`src/retry_backoff_delay_macros.svh`:
```
// assertion macros for the retry backoff delay block
`ifndef RETRY_BACKOFF_DELAY_MACROS_SVH
`define RETRY_BACKOFF_DELAY_MACROS_SVH

// same-cycle implication, checked on every rising edge outside reset
`define RBD_ASSERT_IMP(label, ante, cons, msg) \
  label: assert property (@(posedge clk) disable iff (rst) (ante) |-> (cons)) \
    else $error(msg);

// next-cycle implication
`define RBD_ASSERT_NXT(label, ante, cons, msg) \
  label: assert property (@(posedge clk) disable iff (rst) (ante) |=> (cons)) \
    else $error(msg);

`endif

```
`src/rbd_pkg.sv`:
```
// shared types and constants for the retry backoff delay block
package rbd_pkg;

  localparam int unsigned ATTEMPT_W   = 6;
  localparam int unsigned RANDOM_W    = 32;
  localparam int unsigned DELAY_W     = 24;
  localparam int unsigned VALUE_W     = 32;
  localparam int unsigned MUL_A_W     = 32;
  localparam int unsigned MUL_B_W     = 16;
  localparam int unsigned PROD_W      = MUL_A_W + MUL_B_W;
  localparam int unsigned BOUND_W     = 10;
  localparam int unsigned DIVISOR_W   = BOUND_W + 1;
  localparam int unsigned CFG_INDEX_W = 3;
  localparam int unsigned CFG_DATA_W  = 24;

  localparam int unsigned DEF_MAX_ATTEMPT = 63;

  localparam logic [BOUND_W-1:0] JITTER_CAP = BOUND_W'(1000);
  localparam logic [BOUND_W-1:0] JITTER_MIN = BOUND_W'(1);

  // strategy codes
  localparam logic [1:0] STRAT_EXP = 2'd0;
  localparam logic [1:0] STRAT_LIN = 2'd1;
  localparam logic [1:0] STRAT_FIX = 2'd2;
  localparam logic [1:0] STRAT_FIB = 2'd3;

  // register indexes
  localparam logic [CFG_INDEX_W-1:0] REG_STRATEGY = 3'd0;
  localparam logic [CFG_INDEX_W-1:0] REG_INITIAL  = 3'd1;
  localparam logic [CFG_INDEX_W-1:0] REG_MAX      = 3'd2;
  localparam logic [CFG_INDEX_W-1:0] REG_GROWTH   = 3'd3;
  localparam logic [CFG_INDEX_W-1:0] REG_JITTER   = 3'd4;

  // reset values
  localparam logic [1:0]  RST_STRATEGY = STRAT_EXP;
  localparam logic [15:0] RST_INITIAL  = 16'd100;
  localparam logic [23:0] RST_MAX      = 24'd2000;
  localparam logic [11:0] RST_GROWTH   = 12'd512;
  localparam logic [15:0] RST_JITTER   = 16'd6554;

  // remainder unit status
  typedef struct packed {
    logic                 done;
    logic [DIVISOR_W-1:0] rem;
  } mod_res_t;

endpackage

```
`src/rbd_mod.sv`:
```
// bit-serial remainder unit, one dividend bit per cycle
module rbd_mod (
  input  logic                                clk,
  input  logic                                rst,
  input  logic                                start,
  input  logic [rbd_pkg::RANDOM_W-1:0]        dividend,
  input  logic [rbd_pkg::DIVISOR_W-1:0]       divisor,
  output rbd_pkg::mod_res_t                   res
);

  localparam int unsigned CNT_W = $clog2(rbd_pkg::RANDOM_W);

  logic                              busy;
  logic                              done;
  logic [CNT_W-1:0]                  cnt;
  logic [rbd_pkg::RANDOM_W-1:0]      dq;
  logic [rbd_pkg::DIVISOR_W-1:0]     dv;
  logic [rbd_pkg::DIVISOR_W-1:0]     rem;
  logic [rbd_pkg::DIVISOR_W:0]       trial;
  logic [rbd_pkg::DIVISOR_W-1:0]     rem_next;

  always_comb begin
    trial = {rem, dq[rbd_pkg::RANDOM_W-1]};
    if (trial >= {1'b0, dv}) begin
      rem_next = rbd_pkg::DIVISOR_W'(trial - {1'b0, dv});
    end else begin
      rem_next = trial[rbd_pkg::DIVISOR_W-1:0];
    end
  end

  always_ff @(posedge clk) begin
    if (rst) begin
      busy <= 1'b0;
      done <= 1'b0;
      cnt  <= '0;
    end else begin
      done <= 1'b0;
      if (start) begin
        busy <= 1'b1;
        cnt  <= '0;
        dq   <= dividend;
        dv   <= divisor;
        rem  <= '0;
      end else if (busy) begin
        rem <= rem_next;
        dq  <= {dq[rbd_pkg::RANDOM_W-2:0], 1'b0};
        cnt <= cnt + 1'b1;
        if (cnt == CNT_W'(rbd_pkg::RANDOM_W - 1)) begin
          busy <= 1'b0;
          done <= 1'b1;
        end
      end
    end
  end

  assign res.done = done;
  assign res.rem  = rem;

endmodule

```
`src/retry_backoff_delay.sv`:
```
// retry backoff delay: base delay by strategy, jitter, clamp to maximum
// exponential runs one multiply per step on a shared 32x16 unit, fibonacci one add per step, then a multiply on it
// the jitter draw runs in a bit-serial remainder unit
// one request at a time; the next is taken once the result is in the output register
// synchronous reset: sequencer idle, output empty, registers to their reset values
module retry_backoff_delay #(
  parameter int unsigned MAX_ATTEMPT = rbd_pkg::DEF_MAX_ATTEMPT
) (
  input  logic                                clk,
  input  logic                                rst,
  input  logic                                wr_en,
  input  logic [rbd_pkg::CFG_INDEX_W-1:0]     wr_index,
  input  logic [rbd_pkg::CFG_DATA_W-1:0]      wr_data,
  input  logic                                in_valid,
  output logic                                in_stall,
  input  logic [rbd_pkg::ATTEMPT_W-1:0]       attempt,
  input  logic [rbd_pkg::RANDOM_W-1:0]        random_word,
  output logic                                out_valid,
  input  logic                                out_stall,
  output logic [rbd_pkg::DELAY_W-1:0]         backoff_ms
);

  localparam int unsigned ATT_MAX_FIELD = (1 << rbd_pkg::ATTEMPT_W) - 1;
  localparam int unsigned ATT_CAP = (MAX_ATTEMPT > ATT_MAX_FIELD) ? ATT_MAX_FIELD : MAX_ATTEMPT;
  localparam logic [rbd_pkg::ATTEMPT_W-1:0] ATT_CAP_V = rbd_pkg::ATTEMPT_W'(ATT_CAP);
  localparam int unsigned VW = rbd_pkg::VALUE_W;
  localparam int unsigned BW = rbd_pkg::BOUND_W;

  typedef enum logic [2:0] {
    IDLE, ITER, LINMUL, FIBMUL, JIT, MODW, ADJ, FIN
  } state_t;

  state_t state;

  logic [1:0]  strategy;
  logic [15:0] base_ms;
  logic [23:0] cap_ms;
  logic [11:0] growth_factor;
  logic [15:0] jitter_fraction;

  logic [rbd_pkg::ATTEMPT_W-1:0] cnt;
  logic [VW-1:0]                 acc;
  logic [VW-1:0]                 prev;
  logic [VW-1:0]                 d;
  logic [VW:0]                   fin;
  logic [BW-1:0]                 bound;
  logic [rbd_pkg::RANDOM_W-1:0]  rnd;

  logic [rbd_pkg::ATTEMPT_W-1:0] att_eff;
  logic [rbd_pkg::MUL_A_W-1:0]   mul_a;
  logic [rbd_pkg::MUL_B_W-1:0]   mul_b;
  logic [rbd_pkg::PROD_W-1:0]    prod;
  logic [VW-1:0]                 exp_next;
  logic [VW-1:0]                 prod_sat;
  logic [VW:0]                   fib_sum;
  logic [VW-1:0]                 fib_sat;
  logic [VW-1:0]                 bnd_raw;
  logic [BW-1:0]                 bnd_c;
  logic [BW-1:0]                 diff;
  logic [VW:0]                   adj;
  logic                          mod_start;
  rbd_pkg::mod_res_t             mres;
  logic                          accept;

  assign accept   = in_valid && !in_stall;
  assign in_stall = (state != IDLE);
  assign att_eff  = (attempt > ATT_CAP_V) ? ATT_CAP_V : attempt;

  // shared multiplier operand select
  always_comb begin
    unique case (state)
      ITER: begin
        mul_a = acc;
        mul_b = {4'b0, growth_factor};
      end
      LINMUL: begin
        mul_a = {{(rbd_pkg::MUL_A_W - rbd_pkg::ATTEMPT_W){1'b0}}, cnt};
        mul_b = base_ms;
      end
      FIBMUL: begin
        mul_a = acc;
        mul_b = base_ms;
      end
      default: begin
        mul_a = d;
        mul_b = jitter_fraction;
      end
    endcase
    prod = {{rbd_pkg::MUL_B_W{1'b0}}, mul_a} * {{rbd_pkg::MUL_A_W{1'b0}}, mul_b};
  end

  always_comb begin
    exp_next = (|prod[rbd_pkg::PROD_W-1:VW+8]) ? '1 : prod[VW+7:8];
    prod_sat = (|prod[rbd_pkg::PROD_W-1:VW]) ? '1 : prod[VW-1:0];
    fib_sum  = {1'b0, prev} + {1'b0, acc};
    fib_sat  = fib_sum[VW] ? '1 : fib_sum[VW-1:0];
    bnd_raw  = prod[rbd_pkg::PROD_W-1:16];
    if (bnd_raw > {{(VW - BW){1'b0}}, rbd_pkg::JITTER_CAP}) begin
      bnd_c = rbd_pkg::JITTER_CAP;
    end else if (bnd_raw < {{(VW - BW){1'b0}}, rbd_pkg::JITTER_MIN}) begin
      bnd_c = rbd_pkg::JITTER_MIN;
    end else begin
      bnd_c = bnd_raw[BW-1:0];
    end
  end

  // offset apply, negative sum floored at zero
  always_comb begin
    diff = bound - mres.rem[BW-1:0];
    if (mres.rem >= {1'b0, bound}) begin
      adj = {1'b0, d} + (VW + 1)'(mres.rem - {1'b0, bound});
    end else if (d >= {{(VW - BW){1'b0}}, diff}) begin
      adj = {1'b0, d - {{(VW - BW){1'b0}}, diff}};
    end else begin
      adj = '0;
    end
  end

  assign mod_start = (state == JIT) && (jitter_fraction != '0);

  rbd_mod u_mod (
    .clk      (clk),
    .rst      (rst),
    .start    (mod_start),
    .dividend (rnd),
    .divisor  ({bnd_c, 1'b1}),
    .res      (mres)
  );

  always_ff @(posedge clk) begin
    if (rst) begin
      state            <= IDLE;
      out_valid        <= 1'b0;
      strategy         <= rbd_pkg::RST_STRATEGY;
      base_ms          <= rbd_pkg::RST_INITIAL;
      cap_ms           <= rbd_pkg::RST_MAX;
      growth_factor    <= rbd_pkg::RST_GROWTH;
      jitter_fraction  <= rbd_pkg::RST_JITTER;
    end else begin
      if (wr_en) begin
        unique case (wr_index)
          rbd_pkg::REG_STRATEGY: strategy         <= wr_data[1:0];
          rbd_pkg::REG_INITIAL:  base_ms          <= wr_data[15:0];
          rbd_pkg::REG_MAX:      cap_ms           <= wr_data[23:0];
          rbd_pkg::REG_GROWTH:   growth_factor    <= wr_data[11:0];
          rbd_pkg::REG_JITTER:   jitter_fraction  <= wr_data[15:0];
          default: ;
        endcase
      end
      if (out_valid && !out_stall && (state != FIN)) begin
        out_valid <= 1'b0;
      end
      unique case (state)
        IDLE: begin
          if (accept) begin
            rnd <= random_word;
            unique case (strategy)
              rbd_pkg::STRAT_EXP: begin
                acc   <= {16'b0, base_ms};
                cnt   <= (att_eff > 1) ? att_eff - 1'b1 : '0;
                state <= ITER;
              end
              rbd_pkg::STRAT_LIN: begin
                cnt   <= att_eff;
                state <= LINMUL;
              end
              rbd_pkg::STRAT_FIX: begin
                d     <= {16'b0, base_ms};
                state <= JIT;
              end
              default: begin
                prev  <= '0;
                acc   <= VW'(1);
                cnt   <= (att_eff > 1) ? att_eff - 1'b1 : '0;
                state <= ITER;
              end
            endcase
          end
        end
        ITER: begin
          if (cnt == '0) begin
            if (strategy == rbd_pkg::STRAT_EXP) begin
              d     <= acc;
              state <= JIT;
            end else begin
              state <= FIBMUL;
            end
          end else begin
            cnt <= cnt - 1'b1;
            if (strategy == rbd_pkg::STRAT_EXP) begin
              acc <= exp_next;
            end else begin
              prev <= acc;
              acc  <= fib_sat;
            end
          end
        end
        LINMUL, FIBMUL: begin
          d     <= prod_sat;
          state <= JIT;
        end
        JIT: begin
          if (jitter_fraction == '0) begin
            fin   <= {1'b0, d};
            state <= FIN;
          end else begin
            bound <= bnd_c;
            state <= MODW;
          end
        end
        MODW: begin
          if (mres.done) begin
            state <= ADJ;
          end
        end
        ADJ: begin
          fin   <= adj;
          state <= FIN;
        end
        FIN: begin
          if (!out_valid || !out_stall) begin
            out_valid  <= 1'b1;
            backoff_ms <= (fin > {9'b0, cap_ms}) ? cap_ms
                                                 : fin[rbd_pkg::DELAY_W-1:0];
            state      <= IDLE;
          end
        end
        default: state <= IDLE;
      endcase
    end
  end

`include "retry_backoff_delay_macros.svh"

  `RBD_ASSERT_IMP(a_out_le_max, out_valid, backoff_ms <= cap_ms, "delay above maximum")
  `RBD_ASSERT_IMP(a_mod_done_state, mres.done, state == MODW, "remainder done out of turn")
  `RBD_ASSERT_IMP(a_bound_range, state == MODW, (bound >= rbd_pkg::JITTER_MIN) && (bound <= rbd_pkg::JITTER_CAP), "jitter bound out of range")
  `RBD_ASSERT_NXT(a_accept_busy, accept, state != IDLE, "request taken but sequencer idle")

endmodule
```
`config.mk`:
```
export PLATFORM = sky130hd
export DESIGN_NAME = retry_backoff_delay
export DESIGN_NICKNAME = d
export VERILOG_FILES = /design/src/rbd_pkg.sv /design/src/rbd_mod.sv /design/src/retry_backoff_delay.sv
export VERILOG_INCLUDE_DIRS = /design/src /design/src/src
export SDC_FILE = /design/constraint.sdc
export NUM_CORES = 2
export LEC_CHECK = 0
export ABC_CLOCK_PERIOD_IN_PS = 11300
export BUFFER_PORTS_ARGS = -buffer_cell sky130_fd_sc_hd__buf_2
export CAP_MARGIN = 10
export CORE_MARGIN = 2
export CORE_UTILIZATION = 30
export CTS_CLUSTER_DIAMETER = 100
export DETAILED_ROUTE_END_ITERATION = 6
export PLACE_DENSITY = 0.41
export SKIP_LAST_GASP = 1
export SLEW_MARGIN = 20
export SYNTH_ARGS = -nofsm -noshare
export SYNTH_HDL_FRONTEND = slang
export SYNTH_SLANG_ARGS = --single-unit
```
`constraint.sdc`:
```
create_clock -name clk -period 11.3 [get_ports clk]
set_input_delay 1.695 -clock clk [delete_from_list [all_inputs] [get_ports clk]]
set_output_delay 1.695 -clock clk [all_outputs]
set_load 0.005 [all_outputs]
```
Yosys cells after proc, flatten, opt, wreduce, memory -nomap -nowiden. Index checks and enable logic that the tools add are counted.

Output and inout bits: 26. Bits in registers: 335. Input port bits: 70. Word-level logic and storage cells: 164.

Bitwise logic cells: 3. $mul: 1. Equal/unequal tests: 27. Order comparisons: 8. Muxes and demuxes: 52. Reduce and logical (&&, ||, !) cells: 43. Add/sub/neg operators: 9.

Operators by type and width (number): $mux 32 (17); $pmux 32 s2 (4); $pmux 32 s3 (1); $mux 33 (2); $pmux 33 s2 (1); $mul 32x16->48 (1); $add 32x32->33 (1); $add 32x33->33 (1); $gt 33x24->1 (1); $ge 32x10->1 (1); $gt 32x10->1 const B (1); $lt 32x1->1 const B (1); $pmux 16 s2 (1); $sub 32x10->32 (1); $mux 24 (1); $mux 6 (4); $pmux 6 s2 (2); $mux 11 (2); $pmux 3 s7 (1); $mux 10 (2); $ne 2x2->1 const B (9); $logic_not 16->1 (1); $reduce_bool 16->1 (1); $reduce_or 16->1 (1); other kinds (38) (85).

Logic depth before layout (Yosys ltp).
Depth in word-level cells: 9. Gate-level depth with buffers: 32. Depth with buffers taken out: 28.

Hierarchy. Synthesis repeated with hierarchy kept, for this count alone.

Cell total of the unflattened synthesis: 4190. Area total of the unflattened synthesis: 37279.5 µm².

By module, submodules not included: retry_backoff_delay (area an instance 34214.1 µm², instances 1, cells each 3948, sequential area each 7517.2 µm²); rbd_mod (area an instance 3065.4 µm², instances 1, cells each 242, sequential area each 1761.7 µm²).

Least setup slack after synthesis. No wires, ideal clock.

Path kind: register -> register. Start: reg state[1]. End: reg acc[8] (data pin). Library setup time: 277 ps. Buffers on the path: 5. Period minus slack after synthesis: 8302 ps. Slack: 2998 ps. Data arrival time: 8025 ps. Cell stages (with the launch flop): 32. Data required time: 11023 ps. Cell sequence: dfxtp_1 -> clkbuf_1 -> nor2b_1 -> nor2_1 -> clkbuf_1 -> clkbuf_1 -> a22o_1 -> clkbuf_1 -> nand2_1 -> fa_1 -> inv_1 -> fa_1 -> inv_1 -> fa_1 -> inv_1 -> fa_1 -> fa_1 -> inv_1 -> fa_1 -> inv_1 -> ha_1 -> and2_1 -> a22o_1 -> a31oi_4 -> a211oi_1 -> o32a_4 -> a31oi_2 -> xnor2_1 -> a2111o_1 -> nor3_2 -> buf_2 -> a32oi_1.

Word-level cells in the longest chain between the ends: 9. Elaborated cells on any way between the ends: 14. Classes of those cells: 1 x mul; 3 x eq/ne; 6 x mux; 4 x reduce/logical.

Ends and longest elaborated chain: start: declaration (line retry_backoff_delay.sv:33) `state_t state;`; start signal: assignment (line retry_backoff_delay.sv:132) `state <= IDLE;`; start signal: assignment (line retry_backoff_delay.sv:161) `state <= ITER;`; start signal: assignment (line retry_backoff_delay.sv:165) `state <= LINMUL;`; $eq 3x1->1 / $eq 3x2->1 (equally long branches) (line retry_backoff_delay.sv:71, retry_backoff_delay.sv:153); $reduce_or 2->1 (no source line); $pmux 32 s2 / $pmux 16 s2 (equally long branches) (line retry_backoff_delay.sv:71) `unique case (state)`; $mul 32x16->48 (line retry_backoff_delay.sv:89) `prod = {{rbd_pkg::MUL_B_W{1'b0}}, mul_a} * {{rbd_pkg::MUL_A_W{1'b0}}, mul_b};`; $reduce_or 8->1 (line retry_backoff_delay.sv:93) `exp_next = (|prod[rbd_pkg::PROD_W-1:VW+8]) ? '1 : prod[VW+7:8];`; $mux 32 (line retry_backoff_delay.sv:93); $mux 32 (line retry_backoff_delay.sv:190) `if (strategy == rbd_pkg::STRAT_EXP) begin`; $mux 32 (line retry_backoff_delay.sv:181) `if (cnt == '0) begin`; $pmux 32 s2 * (line retry_backoff_delay.sv:153) `unique case (state)`; end signal: assignment (line retry_backoff_delay.sv:159) `acc <= {16'b0, base_ms};`; end signal: assignment (line retry_backoff_delay.sv:191) `acc <= exp_next;`; end signal: assignment (line retry_backoff_delay.sv:194) `acc <= fib_sat;`; end: declaration (line retry_backoff_delay.sv:42) `logic [VW-1:0] acc;`.

Every way passes the cells marked *; elsewhere a longest branch is shown, timed or not. The select of a mux whose other input is x is not followed. A chain may end at the register's enable or synchronous reset.

Final worst setup path.
Start: reg state[1]. End: reg bound[2] (data pin).

Word-level cells in the longest chain between the ends: 7. Elaborated cells on any way between the ends: 12. Classes of those cells: 1 x mul; 2 x order compare; 3 x eq/ne; 4 x mux; 2 x reduce/logical.

Ends and longest elaborated chain: $eq 3x1->1 / $eq 3x2->1 (equally long branches) (line retry_backoff_delay.sv:71); $reduce_or 2->1 (no source line); $pmux 32 s2 / $pmux 16 s2 (equally long branches) (line retry_backoff_delay.sv:71); $mul 32x16->48 * (line retry_backoff_delay.sv:89); $lt 32x1->1 (line retry_backoff_delay.sv:100) `end else if (bnd_raw < {{(VW - BW){1'b0}}, rbd_pkg::JITTER_MIN}) begin`; $mux 10 (line retry_backoff_delay.sv:100); $mux 10 * (line retry_backoff_delay.sv:98) `if (bnd_raw > {{(VW - BW){1'b0}}, rbd_pkg::JITTER_CAP}) begin`; named net bnd_c[2] (line retry_backoff_delay.sv:58) `logic [BW-1:0] bnd_c;`; end signal: assignment (line retry_backoff_delay.sv:207) `bound <= bnd_c;`; end: declaration (line retry_backoff_delay.sv:46) `logic [BW-1:0] bound;`.

The timed path passes the listed nets; every way through them passes the cells marked *.

==> impl.org <==
** Synth
- In this run the biggest area consumer among cell types represents 22.98% of the synthesized area.
- After synthesis the netlist holds a flip-flop and latch count of 335.
- Sequential elements use about a quarter of the synthesized area.
- When the netlist entered floorplanning its net count stood at 4941.
- Post-synth cell types :: 85
- Counting flops with a built-in enable in the synthesized netlist gives roughly 250.
- Top cells by area in the synthesized netlist :: sky130_fd_sc_hd__fa_1, sky130_fd_sc_hd__edfxtp_1, sky130_fd_sc_hd__ha_1
- The most used flip-flop cell after synthesis is sky130_fd_sc_hd__edfxtp_1.
- In the synthesized netlist, the number of instances is between 4000 and 5000.
- In the synthesized netlist the async set-or-reset flop fraction comes to 0%.
- Synthesized area per cell :: between 8 and 9 um^2
- Library cell occupying the most area in the post-synthesis netlist :: sky130_fd_sc_hd__fa_1
- Post-Synthesis Cell Area :: approximately 0.037 mm^2
- Yosys synthesis warning count :: 0

** Clocking
- In this run the post-CTS setup repair buffer count came out at 0.
- The H-tree was split into 2 levels.
- Largest buffer count on any clock path :: 3
- Hold bufs inserted after CTS :: 0
- Number of CTS-inserted buffers :: 40
- Clock-pin slew was measured on the worst setup and hold paths at 0.06 ns.
- Clock tree from TritonCTS :: built
- Clock root cell :: sky130_fd_sc_hd__clkbuf_16
- Once the clock tree was built, the resizer swapped 0 gates to a different size.
- The later pin in the worst-skew pair is clocked with a latency of 0.58 ns.
- CTS sink cnt :: 335

** Drt
- After detailed routing, the average wire length per cell comes to between 20 and 25 um.
- DRC violations left :: 0
- In the routed layout, each cell is associated on average with a via count of a little over 5.
- Post-DRT Antenna Nets :: 0
- Final Routed Wirelength :: approximately 130 mm
- Length of the first detailed-routing pass in iterations :: 6
- Via count of the routed design :: between 20000 and 30000
- Number of violations reported at the end of detailed-routing iteration 0 :: ~2100

** Worst setup path
- Category of the worst setup path capture point :: flip-flop
- Along the worst path, the maximum fanout reaches 29.
- Cell with the biggest individual delay on the critical path :: sky130_fd_sc_hd__a21o_1
- Type of the setup path with the least slack :: flip-flop to flip-flop
- Data required time of the critical path :: between 10 and 15 ns
- Data arrives at the worst endpoint at between 10 and 15 ns.
- The largest single stage delay on the critical path is 0.80 ns.
- Startpoint kind of the worst setup timing path :: flip-flop
- Cell type with the highest occurrence count on the critical path :: sky130_fd_sc_hd__fa_1

** Timing
- Worst-case headroom to the max-slew limit :: 23.65%
- Final setup violating endpoints :: 0
- The worst path uses 90.12% of the clock period.
- The count of final max-slew check failures is 0.
- Derived from the worst setup path, the maximum achievable clock frequency is 0.09820 GHz.
- Post-Route Setup TNS :: 0 ns
- The number of hold-slack violations in the final timing report is 0.
- Setup repair after global routing missed its margin :: no
- Worst Clk Skew :: ~0.018 ns
- For the finished layout, the period the worst path requires is 10.18 ns.
- At the pin with the least slew margin, the transition time is 1.145 ns.

** Worst hold path
- The min-delay analysis places its worst path in the category flip-flop to flip-flop.

** Run status
- Run status :: complete, no violations

** Layout
- Most common library cell in the layout ignoring fill and taps :: sky130_fd_sc_hd__inv_1
- Area of all placed cells without fillers :: 0.04093 mm^2
- Net count of the finished layout :: 5000
- Of the cells placed in the final design, the portion with a size suffix greater than 1 is 8.063%.
- Layout-stage area growth over the synthesis result :: 10.80%
- Leaving out fill and tap cells, the most frequent cells in the layout are sky130_fd_sc_hd__inv_1, sky130_fd_sc_hd__nand2_1, sky130_fd_sc_hd__nor2_1.

** Global route
- Largest net degree at the start of global routing :: 73
- The initial antenna violation count came to 4.
- First-pass GRT wire length :: 199.6 mm
- For this run, the total global-route usage over all layers was measured as 20.91%.
- The via count of the first global-routing pass was 30572.
- The total overflow left after global routing is 0.

** Placement
- Once detailed placement completed, the half-perimeter wirelength came to 105.5 mm.
- PortBufs :: between 90 and 100
- Final weighted congestion in routability-driven placement :: 0.9040
- Once placement finished, the instance area stood at 0.03964 mm^2.

** Floorplanning
- Row count :: 128
- The region available for standard cell placement spans 0.1220 mm^2.
- Effective utilization at floorplan :: 30.27%
- Number of I/O pins :: 96
- The die covers around 0.13 mm^2.
- The floorplan step set the die width to 354.9 um.
- From bottom edge to top edge, the die measures 354.9 um.

** Flow run
- Max-cap violations in this run came to 0.
-- logic make-up after synthesis --
logic type / count (synthesis) / synth area share [%]
and+or+nand+nor: 1369 / 16.06
buffers and inverters: 830 / 8.560
AOI/OAI and AO/OA: 812 / 14.61
adders and majority gates: 682 / 31.72
DFF: 335 / 25.04
xor gates and xnor gates: 129 / 3.059
muxes: 32 / 0.9552
-- flip-flops by register name, indices dropped and copies added (netlist names), 2 cells and up --
| name | count |
|---|---|
| rnd | 32 |
| base_ms | 16 |
| prev | 32 |
| u_mod.cnt | 5 |
| growth_factor | 12 |
| acc | 32 |
| u_mod.rem | 11 |
| state | 3 |
| u_mod.dv | 10 |
| bound | 10 |
| cap_ms | 24 |
| d | 32 |
| u_mod.dq | 32 |
| jitter_fraction | 16 |
| backoff_ms | 24 |
| fin | 33 |
| strategy | 2 |
| cnt | 6 |
-- path summary, 6_finish.rpt --
check             depth (start not counted)                            end                     startpoint  slack (ns)
hold / removal                            2  growth_factor[8]$_SDFFE_PP0P_  growth_factor[8]$_SDFFE_PP0P_        0.46
hold reg to reg                           2  growth_factor[8]$_SDFFE_PP0P_  growth_factor[8]$_SDFFE_PP0P_        0.46
setup / recovery                         26             bound[2]$_DFFE_PP_          state[1]$_SDFFE_PP0P_        1.12
setup reg to reg                         26             bound[2]$_DFFE_PP_          state[1]$_SDFFE_PP0P_        1.12
-- critical path: cells and delay by family (launching register included) --
family	cells	cell delay (ns)
AOI/OAI and AO/OA	5	2.44
xor gates and xnor gates	1	0.15
adders and majority gates	7	3.44
buffers and inverters	5	0.87
DFF	1	0.43
and+or+nand+nor	8	2.53
-- synthesized netlist by cell type (28+ instances only) --
cell type,n
sky130_fd_sc_hd__a21oi_1,218
sky130_fd_sc_hd__a211oi_1,28
sky130_fd_sc_hd__ha_1,258
sky130_fd_sc_hd__a221oi_1,31
sky130_fd_sc_hd__nand2_1,610
sky130_fd_sc_hd__nor2b_1,28
sky130_fd_sc_hd__a21o_1,79
sky130_fd_sc_hd__clkbuf_1,165
sky130_fd_sc_hd__dfxtp_1,81
sky130_fd_sc_hd__o21ai_0,142
sky130_fd_sc_hd__a22oi_1,55
sky130_fd_sc_hd__edfxtp_1,254
sky130_fd_sc_hd__fa_1,424
sky130_fd_sc_hd__nor2_1,436
sky130_fd_sc_hd__nand2b_1,29
sky130_fd_sc_hd__a31oi_1,36
sky130_fd_sc_hd__xnor2_1,79
sky130_fd_sc_hd__nor3_1,51
sky130_fd_sc_hd__nand3_1,50
sky130_fd_sc_hd__inv_1,641
sky130_fd_sc_hd__xor2_1,50
sky130_fd_sc_hd__and2_1,30
sky130_fd_sc_hd__nand4_1,31
-- routing by layer --
layer	GRT usage (%)	part of all wire, %	vias to the layer above
met3	2.354	3.9	126
met2	33.81	46	630
li1	-	-	14022
met5	0	0	-
met1	30.11	48	15109
met4	4.271	2.0	0
-- final cells by class --
class | count | area [um^2]
tap | 1625 | 2033
inverter | 641 | 2406
fill | 12893 | 81110
multi-input combinational | 3024 | 24640
clock buffer | 51 | 1064
antenna | 1 | 2.502
sequential | 335 | 9249
clock inverter | 22 | 207.7
timing repair buffer | 206 | 1324
-- through the flow --
stage | hold WS, ns | utilization (%) | setup WS, ns | instances
2_1_floorplan | 0.4360 | - | 2.998 | 4189
3_3_place_gp | 0.4510 | 32.48 | 1.216 | 5829
3_5_place_dp | 0.4510 | 32.48 | 1.168 | 5830
4_1_cts | 0.4593 | 33.52 | 1.147 | 5903
5_1_grt | 0.4892 | 33.54 | 0.7337 | 5904
6_report | 0.4593 | 33.54 | 1.117 | 5905
Power is left out: the tool's default activity adds up to more than one toggle a clock period on the data nets, which glitch-free logic cannot reach.
